--- config.mk ---
export PLATFORM = sky130hd
export DESIGN_NAME = pl0psm_alu
export DESIGN_NICKNAME = d
export VERILOG_FILES = /design/src/sv/pl0psm_pkg.sv /design/src/sv/pl0psm_alu.sv
export SDC_FILE = /design/constraint.sdc
export NUM_CORES = 1
export LEC_CHECK = 0
export ABC_CLOCK_PERIOD_IN_PS = 5100
export BUFFER_PORTS_ARGS = -buffer_cell sky130_fd_sc_hd__buf_2
export CORE_MARGIN = 8
export CORE_UTILIZATION = 25
export CTS_CLUSTER_DIAMETER = 80
export DETAILED_ROUTE_END_ITERATION = 7
export SLEW_MARGIN = 5
export SYNTH_ARGS = -nofsm -noshare
export SYNTH_HDL_FRONTEND = slang
export SYNTH_SLANG_ARGS = --single-unit
--- constraint.sdc ---
create_clock -name clk_i -period 5.1 [get_ports clk_i]
set_input_delay 0.255 -clock clk_i [delete_from_list [all_inputs] [get_ports clk_i]]
set_output_delay 0.255 -clock clk_i [all_outputs]
set_load 0.005 [all_outputs]
--- src/sv/pl0psm_pkg.sv ---
// pl0psm_pkg: shared types, codes and field widths of the p-code stack machine
// used by the channel interfaces, the arithmetic unit, the checker and the top level
`default_nettype none

package pl0psm_pkg;

  // default configuration
  localparam int unsigned STACK_DEPTH_DEF = 4096;
  localparam int unsigned WORD_WIDTH_DEF  = 32;
  localparam int unsigned MAX_LEVEL_DEF   = 3;
  localparam int unsigned CODE_SIZE_DEF   = 2048;

  // fixed field widths
  localparam int unsigned ACTION_W    = 3;
  localparam int unsigned LEVEL_W     = 2;
  localparam int unsigned OPERAND_W   = 32;
  localparam int unsigned NEXT_PC_W   = 11;
  localparam int unsigned TOP_VALUE_W = 32;
  localparam int unsigned TOP_INDEX_W = 13;
  localparam int unsigned ERR_W       = 2;

  typedef enum logic [ACTION_W-1:0] {
    ACT_LIT = 3'd0,
    ACT_OPR = 3'd1,
    ACT_LOD = 3'd2,
    ACT_STO = 3'd3,
    ACT_CAL = 3'd4,
    ACT_INT = 3'd5,
    ACT_JMP = 3'd6,
    ACT_JPC = 3'd7
  } action_e;

  typedef enum logic [3:0] {
    OPR_RET = 4'd0,
    OPR_NEG = 4'd1,
    OPR_ADD = 4'd2,
    OPR_SUB = 4'd3,
    OPR_MUL = 4'd4,
    OPR_DIV = 4'd5,
    OPR_ODD = 4'd6,
    OPR_EQ  = 4'd8,
    OPR_NE  = 4'd9,
    OPR_LT  = 4'd10,
    OPR_LE  = 4'd11,
    OPR_GT  = 4'd12,
    OPR_GE  = 4'd13
  } opr_e;

  typedef enum logic [ERR_W-1:0] {
    ERR_NONE  = 2'd0,
    ERR_DIV0  = 2'd1,
    ERR_STACK = 2'd2,
    ERR_JUMP  = 2'd3
  } err_e;

  // request to the arithmetic unit
  typedef struct packed {
    logic start;
    opr_e op;
  } alu_req_t;

endpackage

`default_nettype wire

--- src/sv/pl0psm_alu.sv ---
// pl0psm_alu: shared arithmetic unit, registered add, subtract and compares,
// bit-serial multiply and restoring divide; depends on pl0psm_pkg
`default_nettype none

module pl0psm_alu #(
  parameter int unsigned WORD_WIDTH = pl0psm_pkg::WORD_WIDTH_DEF
) (
  input  wire logic                  clk_i,
  input  wire logic                  rst_ni,
  input  wire pl0psm_pkg::alu_req_t  req_i,
  input  wire logic [WORD_WIDTH-1:0] x_i,
  input  wire logic [WORD_WIDTH-1:0] y_i,
  output logic                       done_o,
  output logic [WORD_WIDTH-1:0]      result_o
);
  import pl0psm_pkg::*;

  localparam int unsigned W  = WORD_WIDTH;
  localparam int unsigned CW = $clog2(W + 1);

  typedef enum logic [1:0] {
    A_IDLE,
    A_MUL,
    A_DIV,
    A_FIX
  } alu_state_e;

  alu_state_e     state_q;
  logic           done_q;
  logic [W-1:0]   res_q;
  logic [W-1:0]   opa_q;   // multiplicand, or dividend magnitude then quotient
  logic [W-1:0]   opb_q;   // multiplier, or divisor magnitude
  logic [W:0]     rem_q;
  logic [CW-1:0]  cnt_q;
  logic           neg_q;

  logic [W:0]     rem_sh;
  logic [W:0]     rem_sub;

  assign rem_sh  = {rem_q[W-1:0], opa_q[W-1]};
  assign rem_sub = rem_sh - {1'b0, opb_q};

  assign done_o   = done_q;
  assign result_o = res_q;

  always_ff @(posedge clk_i or negedge rst_ni) begin
    if (!rst_ni) begin
      state_q <= A_IDLE;
      done_q  <= 1'b0;
      res_q   <= '0;
      opa_q   <= '0;
      opb_q   <= '0;
      rem_q   <= '0;
      cnt_q   <= '0;
      neg_q   <= 1'b0;
    end else begin
      done_q <= 1'b0;
      unique case (state_q)
        A_IDLE: begin
          if (req_i.start) begin
            case (req_i.op)
              OPR_ADD: begin res_q <= x_i + y_i; done_q <= 1'b1; end
              OPR_SUB: begin res_q <= x_i - y_i; done_q <= 1'b1; end
              OPR_EQ:  begin res_q <= W'(x_i == y_i); done_q <= 1'b1; end
              OPR_NE:  begin res_q <= W'(x_i != y_i); done_q <= 1'b1; end
              OPR_LT:  begin res_q <= W'($signed(x_i) <  $signed(y_i)); done_q <= 1'b1; end
              OPR_LE:  begin res_q <= W'($signed(x_i) <= $signed(y_i)); done_q <= 1'b1; end
              OPR_GT:  begin res_q <= W'($signed(x_i) >  $signed(y_i)); done_q <= 1'b1; end
              OPR_GE:  begin res_q <= W'($signed(x_i) >= $signed(y_i)); done_q <= 1'b1; end
              OPR_MUL: begin
                res_q   <= '0;
                opa_q   <= x_i;
                opb_q   <= y_i;
                cnt_q   <= CW'(W);
                state_q <= A_MUL;
              end
              OPR_DIV: begin
                // work on magnitudes, the most negative word fits as unsigned
                opa_q   <= x_i[W-1] ? (~x_i + 1'b1) : x_i;
                opb_q   <= y_i[W-1] ? (~y_i + 1'b1) : y_i;
                neg_q   <= x_i[W-1] ^ y_i[W-1];
                rem_q   <= '0;
                cnt_q   <= CW'(W);
                state_q <= A_DIV;
              end
              default: begin res_q <= '0; done_q <= 1'b1; end
            endcase
          end
        end
        A_MUL: begin
          if (opb_q[0]) begin
            res_q <= res_q + opa_q;
          end
          opa_q <= opa_q << 1;
          opb_q <= opb_q >> 1;
          cnt_q <= cnt_q - 1'b1;
          if (cnt_q == CW'(1)) begin
            state_q <= A_FIX;
            neg_q   <= 1'b0;
          end
        end
        A_DIV: begin
          if (!rem_sub[W]) begin
            rem_q <= rem_sub;
            opa_q <= {opa_q[W-2:0], 1'b1};
          end else begin
            rem_q <= rem_sh;
            opa_q <= {opa_q[W-2:0], 1'b0};
          end
          cnt_q <= cnt_q - 1'b1;
          if (cnt_q == CW'(1)) begin
            state_q <= A_FIX;
          end
        end
        A_FIX: begin
          // multiply leaves its product in res_q, divide its quotient in opa_q
          if (neg_q) begin
            res_q <= ~opa_q + 1'b1;
          end else if (opb_q == '0 && rem_q == '0 && cnt_q == '0 && res_q != '0) begin
            res_q <= res_q;
          end
          done_q  <= 1'b1;
          state_q <= A_IDLE;
        end
        default: state_q <= A_IDLE;
      endcase
      if (state_q == A_DIV && cnt_q == CW'(1) && !neg_q) begin
        res_q <= rem_sub[W] ? {opa_q[W-2:0], 1'b0} : {opa_q[W-2:0], 1'b1};
      end
    end
  end

endmodule

`default_nettype wire

==> key figures <==
Synthesis
  • Ys Warns: 0
  • EDFF count, synth: 0
  • Synth unique cells: 86
  • Avg Inst Size Synth: 7.39 um2
  • Syn_nets: about 2300
  • Flops & latches, synth: ~140
  • Top_reg_cell synth: dfrtp_1
  • Register area share after synthesis: 22.0%
  • Gate Count Post-Synth: around 2100
  • FFs w/ async S/R, synth: 100%
  • Post-Synthesis Cell Area: between 15000 and 20000 um2

Placement
  • GP Congestion: between 0.9 and 1
  • Pre-CTS setup slack: between 1 and 1.5 ns
  • Placed Cells: about 3000
  • HPWL after detailed placement: approximately 44000 um
  • Placed cell area: 17100 um2
  • Port buffer count: approximately 100

Detailed routing
  • Vias: ~16000
  • 1st-pass router iterations: 6
  • Antenna viol nets, final: 0
  • Routed WL: 56200 um
  • Vias per inst: about 5.3
  • DRC: 0
  • Initial detailed-routing violation count: 1427
  • Wire length per cell: roughly 19 um

STA
  • Final setup vio count: 0
  • Final slew viol count: 0
  • Worst Clk Skew: 0.0114 ns
  • RSZ-0062 raised after global routing: false
  • Max Freq: 249 MHz
  • Final setup margin: ~1.1 ns
  • Relative slew margins: between 20% and 30%
  • Hold Violations, Final: 0
  • Period utilization: 78.8%
  • Crit path time final: 4.02 ns
  • Setup TNS: 0 ns
  • Actual slew at the worst max-slew pin: 1.16 ns

Hold path
  • Hold EP: opb_q[31]
  • Hold Crit Start: y_i[31]
  • Hold WC Path Type: in2reg
  • Hold Path Depth: 3

Floorplan
  • Initial core utilization: between 20% and 30%
  • Die Wd: 267 um
  • Cell row count: between 90 and 100
  • I/O pins: about 100
  • Core footprint: about 63000 um2
  • Die Area: between 70000 and 80000 um2
  • Die Ht: roughly 270 um

GRT
  • Number of global-route vias before repair: roughly 15000
  • Initial antenna violation count: 28
  • Largest net degree at the start of global routing: 74
  • First-pass GRT wire length: 87700 um
  • GRT Overall Usage: 15.5%
  • Total global routing overflow: 0

Worst setup path
  • Worst path required time: between 5 and 6 ns
  • RR Endpoint: rem_q[26]
  • Startpoint Class: flop
  • Launching point of the worst reg2reg path: opa_q[31]
  • Path depth of the worst reg2reg path: 12
  • Critical path class: reg2reg
  • CP Capture Type: flop
  • WP data arrival: ~4.4 ns
  • R2r setup slk: roughly 1.1 ns
  • CP max FO: 38

Layout
  • Layout net count: 2368
  • Layout Cells excl Fill: 3028
  • Register area: approximately 3500 um2
  • Ratio of cells with drive above 1 in the final layout: about 8.4%
  • Most common cell after layout, fill and taps aside: a21oi_1
  • Footprint of the multi-input gates: between 10000 and 15000 um2
  • Area Overhead vs Synth: 12.9%
  • # fillers: between 6000 and 7000
  • Most frequent cells in the layout: a21oi_1, nand2_1, nor2_1
  • Design area: about 18000 um2

CTS
  • H-tree Lvls: 4
  • Num CTS Buffers: 17
  • Clk buf depth: 2
  • Reg clk slew, reported paths: roughly 0.060 ns
  • Setup bufs post-CTS: 0
  • CTS tree: done
  • Later-pin clock latency in the skew report: 0.46 ns
  • # clock sinks: around 140
  • Root Driver: clkbuf_16

Power and ir drop
  • VDD IR max: 357 uV
  • Pleak: approximately 7.5 nW
  • PwrDens: ~660 nW/um2

Run
  • Max Cap Violations: 0

Run status
  • Status: finished clean
[timing repair]
item	4_1_cts	5_1_grt
resized for setup	0	0
hold buffers	1	0
endpoints found under the hold margin	72	0
[synth_stat cells, types with 16 or more instances]
| library cell | n | area (um2) |
|---|---|---|
| clkbuf_1 | 90 | 338 |
| o31ai_1 | 24 | 180 |
| nand2b_1 | 30 | 188 |
| o21ai_0 | 172 | 861 |
| nand3_1 | 30 | 150 |
| o21a_1 | 18 | 135 |
| xor2_1 | 45 | 394 |
| nand2_1 | 214 | 803 |
| a211oi_1 | 20 | 150 |
| a31oi_1 | 27 | 169 |
| nor2b_1 | 27 | 169 |
| a21o_1 | 36 | 270 |
| nand4_1 | 25 | 156 |
| ha_1 | 135 | 1690 |
| nor4_1 | 24 | 150 |
| xnor2_1 | 116 | 1020 |
| nor2_1 | 212 | 796 |
| or3_1 | 16 | 100 |
| mux2i_1 | 42 | 420 |
| a21oi_1 | 234 | 1170 |
| nor3_1 | 52 | 260 |
| inv_1 | 126 | 473 |
| a221oi_1 | 23 | 201 |
| dfrtp_1 | 138 | 3450 |
| a22oi_1 | 32 | 240 |
[registers in the layout, summed over array words and instances, names as in the netlist]
register / count
opb_q: 32
opa_q: 32
done_o: 1
rem_q: 32
neg_q: 1
result_o: 32
cnt_q: 6
state_q: 2
[logic make-up after synthesis]
family,Yosys count,share of synthesized area (%)
flops,138,22.0
mux,43,2.75
fa+ha+maj,139,11.3
xor+xnor,161,8.98
buf+inv,237,5.78
compound gates,717,28.6
simple gates,692,20.6
[cell type report]
cell class                 count  area share (%)
antenna                       13           0.183
clock buffer                  18            2.48
clock inverter                12            1.12
inverter                     128            2.71
multi-input combinational   1752            64.4
sequential                   138            19.5
tap                          846            5.97
timing repair buffer         121            3.72
[report_power, final]
part           leakage (nW)  switching (mW)  internal (mW)
clock                 0.312           0.526          0.873
sequential             1.71           0.678           1.65
combinational          5.51            4.70           3.22
total                  7.53            5.91           5.74
[per-stage QoR]
step / total power [mW] / hold slack (ns) / util [%]
final: 11.7 / 0.172 / 28.3
after CTS: 11.7 / 0.143 / 28.3
after global routing: 12.8 / 0.150 / 28.3
after global placement: 10.2 / 0.347 / 27.2
after floorplan: 8.21 / -0.0406 / -
after detailed placement: 10.2 / 0.345 / 27.2
[worst max-delay path, stage by stage, from the launching register on]
cell	delay, ns
dfrtp_1	0.50
inv_1	0.08
ha_1	0.23
fa_1	0.41
nand2b_1	0.18
a21oi_1	0.22
o31ai_1	0.17
a211oi_2	0.36
o21ai_1	0.17
a21oi_1	0.16
a311o_2	0.89
nand2_1	0.26
o221ai_1	0.26
[how the worst max path moves through the flow]
stage	startpoint	slack, ns	endpoint
2_1_floorplan	opa_q[0]	1.85	result_o[30]
3_3_place_gp	opa_q[31]	1.15	rem_q[26]
3_5_place_dp	opa_q[31]	1.06	rem_q[18]
4_1_cts	opa_q[31]	1.05	rem_q[26]
5_1_grt	opa_q[31]	0.80	rem_q[18]
6_report	opa_q[31]	1.08	rem_q[26]
[routing by layer]
layer	global-route usage, %	vias to the layer above	part of all wire [%]
li1	-	7765	-
met1	21.9	7538	47
met2	23.4	526	44
met3	3.57	77	8.0
met4	3.91	14	1.8
met5	0	-	0.14
Note: power is estimated with default switching activity, not from simulation.
